==> src/hdl/wcs_pkg.sv <==
// shared types and constants for the wide character string search
`timescale 1ns / 1ps
`default_nettype none
package wcs_pkg;

   localparam int PATTERN_MAX   = 64;
   localparam int SYMBOL_BITS   = 16;
   localparam int POSITION_BITS = 31;
   localparam int LENGTH_BITS   = 7;
   localparam int INDEX_BITS    = $clog2(PATTERN_MAX);

   typedef enum logic [0:0] {
      ACTION_LOAD = 1'b0,
      ACTION_TEXT = 1'b1
   } action_type;

   typedef struct packed {
      logic load;
      logic shift;
      logic clear;
   } cell_ctrl_type;

   typedef struct packed {
      logic                     found;
      logic [POSITION_BITS-1:0] match_start;
   } result_type;

endpackage
`default_nettype wire

==> src/hdl/wcs_cell.sv <==
// one pattern cell: stored character, compare and match bit
`timescale 1ns / 1ps
`default_nettype none
module wcs_cell (
   input  wire logic                           clock,
   input  wire logic                           reset,
   input  wire wcs_pkg::cell_ctrl_type         ctrl,
   input  wire logic [wcs_pkg::SYMBOL_BITS-1:0] symbol,
   input  wire logic                           carry_in,
   output logic                                hit,
   output logic                                match_out
);

   logic [wcs_pkg::SYMBOL_BITS-1:0] pattern_ff;
   logic                            match_ff;
   logic                            match_in;

   always_ff @(posedge clock) begin
      if (ctrl.load) begin
         pattern_ff <= symbol;
      end
   end

   assign hit = carry_in && (pattern_ff == symbol);

   always_comb begin
      match_in = match_ff;
      if (ctrl.shift) begin
         match_in = ctrl.clear ? 1'b0 : hit;
      end
   end

   always_ff @(posedge clock) begin
      if (reset) begin
         match_ff <= 1'b0;
      end else begin
         match_ff <= match_in;
      end
   end

   assign match_out = match_ff;

endmodule
`default_nettype wire

==> src/hdl/wcs_rsp_queue.sv <==
// two-entry result buffer between the search chain and the result channel
`timescale 1ns / 1ps
`default_nettype none
module wcs_rsp_queue (
   input  wire logic                 clock,
   input  wire logic                 reset,
   input  wire logic                 push,
   input  wire wcs_pkg::result_type  push_data,
   output logic                      full,
   output logic                      rsp_valid,
   input  wire logic                 rsp_stall,
   output wcs_pkg::result_type       rsp_data
);

   wcs_pkg::result_type entry_ff [2];
   logic                head_ff, head_in;
   logic                tail_ff, tail_in;
   logic [1:0]          count_ff, count_in;
   logic                pop;

   assign rsp_valid = (count_ff != 2'd0);
   assign full      = (count_ff == 2'd2);
   assign pop       = rsp_valid && !rsp_stall;
   assign rsp_data  = entry_ff[head_ff];

   always_ff @(posedge clock) begin
      if (push) begin
         entry_ff[tail_ff] <= push_data;
      end
   end

   always_comb begin
      head_in  = pop ? ~head_ff : head_ff;
      tail_in  = push ? ~tail_ff : tail_ff;
      count_in = count_ff;
      if (push && !pop) begin
         count_in = count_ff + 2'd1;
      end else if (pop && !push) begin
         count_in = count_ff - 2'd1;
      end
   end

   always_ff @(posedge clock) begin
      if (reset) begin
         head_ff  <= 1'b0;
         tail_ff  <= 1'b0;
         count_ff <= 2'd0;
      end else begin
         head_ff  <= head_in;
         tail_ff  <= tail_in;
         count_ff <= count_in;
      end
   end

   a_no_overflow: assert property (@(posedge clock) disable iff (reset)
      !(push && full && !pop))
      else $error("result pushed into a full buffer");

   a_count_steady: assert property (@(posedge clock) disable iff (reset)
      (push && pop) |=> (count_ff == $past(count_ff)))
      else $error("buffer count moved on simultaneous push and pop");

endmodule
`default_nettype wire

==> src/hdl/wide_char_exact_string_search.sv <==
// top level: first exact match of a 16-bit character pattern in a text stream
// One item is accepted per clock unless stalled. Load items write a pattern
// character into its cell; text items compare it against all cells at once and
// shift the match bits one cell along the chain, so the result for an item is
// known in the cycle it is accepted and lands in a two-entry result buffer in the next cycle.
// req_stall rises only while both buffer entries hold untaken results. There is
// no clearing pass after reset; pattern cells read as undefined until loaded.
`timescale 1ns / 1ps
`default_nettype none
module wide_char_exact_string_search (
   input  wire logic                             clock,
   input  wire logic                             reset,
   input  wire logic                             req_valid,
   output logic                                  req_stall,
   input  wire logic                             req_action,
   input  wire logic [wcs_pkg::SYMBOL_BITS-1:0]  req_symbol,
   input  wire logic [wcs_pkg::INDEX_BITS-1:0]   req_pattern_index,
   input  wire logic                             req_last,
   output logic                                  rsp_valid,
   input  wire logic                             rsp_stall,
   output logic                                  rsp_found,
   output logic [wcs_pkg::POSITION_BITS-1:0]     rsp_match_start,
   input  wire logic                             csr_valid,
   output logic                                  csr_ready,
   input  wire logic [wcs_pkg::LENGTH_BITS-1:0]  csr_pattern_length
);

   localparam int PM = wcs_pkg::PATTERN_MAX;
   localparam int PB = wcs_pkg::POSITION_BITS;
   localparam int IB = wcs_pkg::INDEX_BITS;
   localparam int LB = wcs_pkg::LENGTH_BITS;
   localparam logic [PB-1:0] POS_MAX = {PB{1'b1}};

   logic [LB-1:0]       length_ff;
   logic [PB-1:0]       position_ff, position_in;
   logic                reported_ff, reported_in;
   logic                accept, text_item, full;
   logic [PM-1:0]       hit_vec, match_vec;
   logic [IB-1:0]       len_idx;
   logic [LB-1:0]       len_m1;
   logic                hit_sel, push;
   wcs_pkg::result_type push_data, rsp_data;
   wcs_pkg::cell_ctrl_type cell_ctrl [PM];

   assign csr_ready = 1'b1;
   assign req_stall = full;
   assign accept    = req_valid && !req_stall;
   assign text_item = accept && (req_action == wcs_pkg::ACTION_TEXT);

   always_ff @(posedge clock) begin
      if (reset) begin
         length_ff <= LB'(1);
      end else if (csr_valid && csr_ready) begin
         length_ff <= csr_pattern_length;
      end
   end

   // pattern cell chain
   for (genvar i = 0; i < PM; i++) begin : g_cell
      logic carry;
      if (i == 0) begin : g_head
         assign carry = 1'b1;
      end else begin : g_link
         assign carry = match_vec[i-1];
      end
      always_comb begin
         cell_ctrl[i].load  = accept && (req_action == wcs_pkg::ACTION_LOAD)
                              && (req_pattern_index == IB'(i));
         cell_ctrl[i].shift = text_item;
         cell_ctrl[i].clear = req_last;
      end
      wcs_cell u_cell (
         .clock     (clock),
         .reset     (reset),
         .ctrl      (cell_ctrl[i]),
         .symbol    (req_symbol),
         .carry_in  (carry),
         .hit       (hit_vec[i]),
         .match_out (match_vec[i])
      );
   end

   // effective length minus one, clamped to the chain
   assign len_m1 = length_ff - LB'(1);
   always_comb begin
      priority if (length_ff == LB'(0)) begin
         len_idx = '0;
      end else if (length_ff > LB'(PM)) begin
         len_idx = IB'(PM - 1);
      end else begin
         len_idx = len_m1[IB-1:0];
      end
   end

   assign hit_sel = hit_vec[len_idx];

   always_comb begin
      push_data.found       = hit_sel;
      push_data.match_start = '0;
      if (hit_sel && (position_ff >= PB'(len_idx))) begin
         push_data.match_start = position_ff - PB'(len_idx);
      end
      push = text_item && !reported_ff && (hit_sel || req_last);
   end

   always_comb begin
      position_in = position_ff;
      reported_in = reported_ff;
      if (text_item) begin
         if (req_last) begin
            position_in = '0;
            reported_in = 1'b0;
         end else begin
            if (position_ff != POS_MAX) begin
               position_in = position_ff + PB'(1);
            end
            if (hit_sel) begin
               reported_in = 1'b1;
            end
         end
      end
   end

   always_ff @(posedge clock) begin
      if (reset) begin
         position_ff <= '0;
         reported_ff <= 1'b0;
      end else begin
         position_ff <= position_in;
         reported_ff <= reported_in;
      end
   end

   wcs_rsp_queue u_rsp_queue (
      .clock     (clock),
      .reset     (reset),
      .push      (push),
      .push_data (push_data),
      .full      (full),
      .rsp_valid (rsp_valid),
      .rsp_stall (rsp_stall),
      .rsp_data  (rsp_data)
   );

   assign rsp_found       = rsp_data.found;
   assign rsp_match_start = rsp_data.match_start;

   a_report_once: assert property (@(posedge clock) disable iff (reset)
      (text_item && reported_ff) |-> !push)
      else $error("second result in one search");

   a_mark_reported: assert property (@(posedge clock) disable iff (reset)
      (push && push_data.found && !req_last) |=> reported_ff)
      else $error("match not recorded as reported");

   a_clear_on_last: assert property (@(posedge clock) disable iff (reset)
      (text_item && req_last) |=> (position_ff == '0 && match_vec == '0 && !reported_ff))
      else $error("search state not cleared after last item");

   a_load_no_result: assert property (@(posedge clock) disable iff (reset)
      (accept && (req_action == wcs_pkg::ACTION_LOAD)) |-> !push)
      else $error("load item produced a result");

endmodule
`default_nettype wire

==> config.mk <==
export PLATFORM = sky130hd
export DESIGN_NAME = wide_char_exact_string_search
export DESIGN_NICKNAME = d
export VERILOG_FILES = /design/src/hdl/wcs_pkg.sv /design/src/hdl/wcs_cell.sv /design/src/hdl/wcs_rsp_queue.sv /design/src/hdl/wide_char_exact_string_search.sv
export SDC_FILE = /design/constraint.sdc
export NUM_CORES = 2
export LEC_CHECK = 0
export BUFFER_PORTS_ARGS = -buffer_cell sky130_fd_sc_hd__buf_2
export CAP_MARGIN = 20
export CORE_ASPECT_RATIO = 0.6
export CORE_MARGIN = 3
export CORE_UTILIZATION = 35
export CTS_CLUSTER_DIAMETER = 30
export DETAILED_ROUTE_END_ITERATION = 10
export MAX_ROUTING_LAYER = met4
export SLEW_MARGIN = 20
export SYNTH_ARGS = -nofsm -noshare
export SYNTH_HDL_FRONTEND = slang
export SYNTH_SLANG_ARGS = --single-unit
==> constraint.sdc <==
create_clock -name clock -period 15.35 [get_ports clock]
set_clock_uncertainty 0.15 [all_clocks]
set_input_delay 0.7675 -clock clock [delete_from_list [all_inputs] [get_ports clock]]
set_output_delay 0.7675 -clock clock [all_outputs]
set_load 0.01 [all_outputs]
# ---- After elaboration in Yosys (flattened, before gate mapping)
# Memory sizes are Yosys's and may differ from the RTL's. A register that Yosys moved wholly into a read port is not among the register bits.
# Cells that the tools add are included.
dict set report totals {
  regBits 1130
  ramBits 64
  output_inout_bits 35
  wordCells 502
  memories 1
}
dict set report op_classes {
  add_sub_neg 5
  n_lt_le_gt_ge 3
  n_eq_ne 129
  n_mux 78
  n_bitwise 3
  reduce_logical 150
}
# name depth width read_ports rd_clocked_by_memory_dff write_ports line
set mem_list {}
lappend mem_list {u_rsp_queue.entry_ff 2 32 1 1 1 wcs_rsp_queue.sv:15} ;# wcs_pkg::result_type entry_ff [2];
# op count
set ops {}
lappend ops {{$eq A16 B16 Y1} 64}
lappend ops {{$eq A6 B6 Y1 const B} 32}
lappend ops {{$logic_and A1 B1 Y1} 136}
lappend ops {{$eq A6 B5 Y1 const B} 16}
lappend ops {{$mux W31} 3}
lappend ops {{$mux W1} 70}
lappend ops {{$eq A6 B4 Y1 const B} 8}
lappend ops {{$add A31 B1 Y31 const B} 1}
lappend ops {{$ge A31 B6 Y1} 1}
lappend ops {{$ne A31 B31 Y1 const B} 1}
lappend ops {{$sub A31 B6 Y31} 1}
lappend ops {{$eq A6 B3 Y1 const B} 4}
lappend ops {{$eq A6 B2 Y1 const B} 2}
lappend ops {{$mux W6} 2}
lappend ops {{$reduce_bool A2 Y1} 4}
lappend ops {{$gt A7 B7 Y1 const B} 1}
lappend ops {{$logic_not A7 Y1} 1}
lappend ops {{$lt A6 B7 Y1 const B} 1}
lappend ops {{$bmux W1 S6} 1}
lappend ops {{$eq A6 B1 Y1 const B} 1}
lappend ops {{$logic_not A6 Y1} 1}
lappend ops {{$sub A6 B1 Y6 const B} 1}
lappend ops {{$logic_not A1 Y1} 5}
lappend ops {{$mux W2} 2}
lappend ops {{6 further kinds} 9}

# ---- Longest topological paths before layout
dict set report logic_depth {
  ltp_word 11
  depth_mapped 22
  ltp_nobuf 18
}

# ---- Hierarchy
# A second synthesis with hierarchy kept.
dict set report unflattened {
  hier_cells 3883
  hier_area_um2 53735.3
}
# module instances cells_per_inst area_each_um2
set modules_own_cells {}
lappend modules_own_cells {wcs_cell 64 49 734.5}
lappend modules_own_cells {wide_char_exact_string_search 1 625 4206.5}
lappend modules_own_cells {wcs_rsp_queue 1 122 2523.7}

# ---- Worst setup path before layout
# Ideal clock, no wire load.
dict set report synth_timing {
  path_kind {input port to flip-flop}
  start {in req_symbol[13] (netlist bit)}
  end {mem u_rsp_queue.entry_ff[0][0] (netlist bit), enable pin}
  setup_ps 425
  arrival_time_ps 4561
  required_time_ps 14775
  path_slack_ps 10214
  path_stages 13
  n_path_buf 3
  path_cell_list {buf_2 -> buf_2 -> buf_2 -> xnor2_1 -> nand4_1 -> nor4_1 -> nand3_1 -> o2111ai_1 -> o21ai_0 -> a2111oi_0 -> a22oi_1 -> a211oi_2 -> nor2b_1}
}
dict set report synth_via {
  elab_chain_len 8
}
# item line
set synth_lines {}
lappend synth_lines {{start: declaration} wide_char_exact_string_search.sv:16} ;# input wire logic [wcs_pkg::SYMBOL_BITS-1:0] req_symbol,
lappend synth_lines {{$eq A16 B16 Y1} wcs_cell.sv:24} ;# assign hit = carry_in && (pattern_ff == symbol);
lappend synth_lines {{$logic_and A1 B1 Y1} wcs_cell.sv:24}
lappend synth_lines {{$bmux W1 S6 *} wide_char_exact_string_search.sv:95} ;# assign hit_sel = hit_vec[len_idx];
lappend synth_lines {{$mux W1 (not written as such) *} wide_char_exact_string_search.sv:95}
lappend synth_lines {{$logic_or A1 B1 Y1 *} wide_char_exact_string_search.sv:103} ;# push = text_item && !reported_ff && (hit_sel || req_last);
lappend synth_lines {{$logic_and A1 B1 Y1 *} wide_char_exact_string_search.sv:103}
lappend synth_lines {{net push} wide_char_exact_string_search.sv:41} ;# logic hit_sel, push;
lappend synth_lines {{$mux W1 *} wcs_rsp_queue.sv:27} ;# if (push) begin
lappend synth_lines {{$mux W1 (not written as such) *} wcs_rsp_queue.sv:28} ;# entry_ff[tail_ff] <= push_data;
lappend synth_lines {{end: declaration} wcs_rsp_queue.sv:15}
# The timed path passes the listed nets; every way through them passes the cells marked *. The select of a mux whose other input is x is not followed.

# ---- Worst setup path in the final report
dict set report layout_timing {
  start {in req_symbol[12] (netlist bit)}
  end {mem u_rsp_queue.entry_ff[0][9] (netlist bit), enable pin}
}
# Same word-level chain as after synthesis.

==> metrics.md <==
| Metric | Value |
|---|---|
| Slowest cell on crit path | `buf_4` |
| Via count | `29.7k` |
| Syn avg cell area | `14.3 µm²` |
| Critical Path Sink Type | `flop` |
| R2r setup slk | `9.40 ns` |
| Largest area contributor in the netlist | `edfxtp_1` |
| DRC | `0` |
| Placed Instances | `5537` |
| Worst-Margin Slew | `1.10 ns` |
| Full die area | `153000 µm²` |
| Fin area | `59400 µm²` |
| CTS H-tree lvls | `4` |
| PwrDens | `128 nW/µm²` |
| Avg Vias per Cell | `5.13` |
| Endpoints failing hold | `0` |
| Post-synth EDFFs | `1088` |
| FF-to-FF End | `u_rsp_queue.entry_ff[0][9]` |
| Final Power | `7.64 mW` |
| Min cycle time layout | `6.06 ns` |
| CORE AREA | `146000 µm²` |
| Fin crit share | `0.395` |
| CTS tree | `built` |
| Syn nets | `3654` |
| Multi-input gate area | `15900 µm²` |
| Flops & latches, synth | `1195` |
| Crit Path Max Fanout | `41` |
| Row Count | `108` |
| 1st-pass router iterations | `7` |
| Depth of the worst register-to-register path | `13` |
| RSZ-0062 raised after global routing | `no` |
| Dpl hpwl | `81.8 mm` |
| Critical Path RT | `15.57 ns` |
| Fillers | `13.4k` |
| Yosys top cell area share | `0.631` |
| Fin Setup TNS | `0 ns` |
| Synth top cells by count | `edfxtp_1, xnor2_1, xor2_1` |
| GRT overflow | `0` |
| Pin count of the biggest net entering global routing | `80` |
| Arrival @ worst endpoint | `6.29 ns` |
| Final core utilization | `0.408` |
| Largest cells by area after synthesis | `edfxtp_1, xnor2_1, xor2_1` |
| Clock insertion delay at the later pin of the skew report | `0.74 ns` |
| Slew Limit Headroom | `0.262` |
| Vias in the first global route | `28.3k` |
| Port Buffers | `69` |
| Global-route wire length before repair | `198 mm` |
| TritonCTS Buffers | `139` |
| DRT Wirelength | `134 mm` |
| Hold Path Sink | `length_ff[0]` |
| Max cap viols | `0` |
| Max VDD drop | `102 µV` |
| Worst reg2reg path startpoint | `length_ff[0]` |
| Hold_sp | `csr_pattern_length[0]` |
| Die H | `304 µm` |
| Setup CP Type | `in2reg` |
| Slew Viols, Final | `0` |
| Clock sinks | `1195` |
| Post-CTS setup buffer count | `0` |
| Wire per inst | `23.1 µm` |
| CTS resizes | `0` |
| Clock root cell | `clkbuf_16` |
| CTS clk-pin slew, worst paths | `0.06 ns` |
| Initial antenna violation count | `12` |
| Initial Util | `0.355` |
| Outcome | `complete, no violations` |
| Syn. warnings | `0` |
| CP Launch Point | `req_symbol[12]` |
| Synth Cell Area | `51700 µm²` |
| Total track usage | `0.179` |
| # nets final | `3801` |
| Slowest stage delay, CP | `0.69 ns` |
| Area growth from synthesis to layout | `14.9%` |
| Async SR Flop Fraction | `0` |
| Worst-case clock buffer depth | `3` |
| HP Class | `in2reg` |
| Most frequent cell after synthesis | `edfxtp_1` |
| Setup violations, final | `0` |
| Yosys cell types | `72` |
| Die W | `502 µm` |
| Post-route ant nets | `0` |
| Crit start category | `primary input` |
| Mapped Cells | `3606` |
| Ys flop type | `edfxtp_1` |
| # IOs | `71` |
| Layout cell share with drive strength beyond 1 | `0.124` |
| Final Wtd Congestion | `0.917` |
| Cell Chain, Critical Path | `buf_6 -> buf_4 -> buf_4 -> xnor2_1 -> nand4_1 -> nor4_1 -> and3_1 -> mux4_2 -> nor4_1 -> nor4_1 -> a22oi_1 -> a211oi_2 -> nor2b_2 -> buf_4` |
| Initial drt markers | `3552` |
| Sequential-to-total area share from yosys stat | `0.673` |
| Fmax | `165 MHz` |
| # hold bufs at CTS | `0` |
| Hold Crit Depth | `3` |
| P_leak | `18.5 nW` |
| Non-filler cells, final | `5794` |
| Placed cell area | `54600 µm²` |
| Sequential cell area | `34800 µm²` |
-- cell families (layout without fill, tap and decap cells) --
| kind of cell | count (synthesis) | in the layout | synth area share |
|---|---|---|---|
| fa+ha+maj | 14 | 14 | 0.00343 |
| xor+xnor | 1080 | 1080 | 0.183 |
| simple gates | 885 | 885 | 0.0898 |
| mux | 47 | 47 | 0.0101 |
| other cells | 1 | 3 | 0.0000725 |
| buf+inv | 208 | 469 | 0.0206 |
| flops | 1195 | 1195 | 0.673 |
| compound gates | 176 | 176 | 0.0203 |
-- power breakdown --
| part | switching [mW] | internal, mW | leakage, nW | total, mW |
|---|---|---|---|---|
| Combinational | 0.405 | 0.198 | 5.53 | 0.603 |
| Clock | 1.41 | 2.03 | 2.31 | 3.44 |
| Sequential | 0.0131 | 3.58 | 10.7 | 3.59 |
| Total | 1.83 | 5.81 | 18.5 | 7.64 |
-- critical path: cells and delay by family --
family / cells / cell delay [ns]
xor+xnor: 1 / 0.19
buf+inv: 4 / 1.93
simple gates: 6 / 2.02
mux: 1 / 0.46
compound gates: 2 / 0.76
-- placed cells by master, fill, tap and decap left out, types with 86 or more instances in the layout --
master     instances
nor2_1           187
nor4_1           102
xor2_1           310
nand2_1           99
nand3_1          130
buf_4            114
dfxtp_1          107
clkbuf_16        146
nor3_1            86
edfxtp_1        1088
a21oi_1           86
xnor2_1          770
nand4_1          156
-- worst max-delay path by stage --
stage / depth (start not counted) / to / slack [ns]
after floorplan: 13 / u_rsp_queue.entry_ff[0][0] / 10.21
after detailed placement: 14 / u_rsp_queue.entry_ff[0][3] / 8.68
after CTS: 14 / u_rsp_queue.entry_ff[0][16] / 9.48
final: 14 / u_rsp_queue.entry_ff[0][9] / 9.29
after global routing: 14 / u_rsp_queue.entry_ff[0][3] / 9.03
after global placement: 14 / u_rsp_queue.entry_ff[0][3] / 8.72
-- metal layers --
layer | wire length [µm] | vias to the layer above | global-route usage
met3 | 10900 | 176 | 0.0361
met4 | 2170 | 0 | 0.0416
met2 | 51900 | 1054 | 0.222
met1 | 69000 | 15116 | 0.290
met5 | 0 | - | -
li1 | - | 13372 | -
-- layout make-up --
type,count,area share
antenna,2,0.0000842
clock buffer,161,0.0629
clock inverter,94,0.0180
inverter,27,0.00170
multi-input combinational,2203,0.268
sequential,1195,0.586
tap,1925,0.0405
timing repair buffer,187,0.0235
-- sequential cells by signal, summed over array words and instances (netlist names), named ones only --
signal	count
g_cell.u_cell.pattern_ff	1024
u_rsp_queue.entry_ff	64
g_cell.u_cell.match_out	63
position_ff	31
length_ff	7
u_rsp_queue.count_ff	2
reported_ff	1
u_rsp_queue.head_ff	1
u_rsp_queue.tail_ff	1
-- through the flow --
| stage | hold slack, ns | setup slack (ns) |
|---|---|---|
| after floorplan | 0.277 | 10.21 |
| after global placement | 0.285 | 8.72 |
| after detailed placement | 0.291 | 8.68 |
| after CTS | 0.0825 | 9.48 |
| after global routing | 0.118 | 9.03 |
| final | 0.127 | 9.29 |
(Power assumes the default switching activity.)
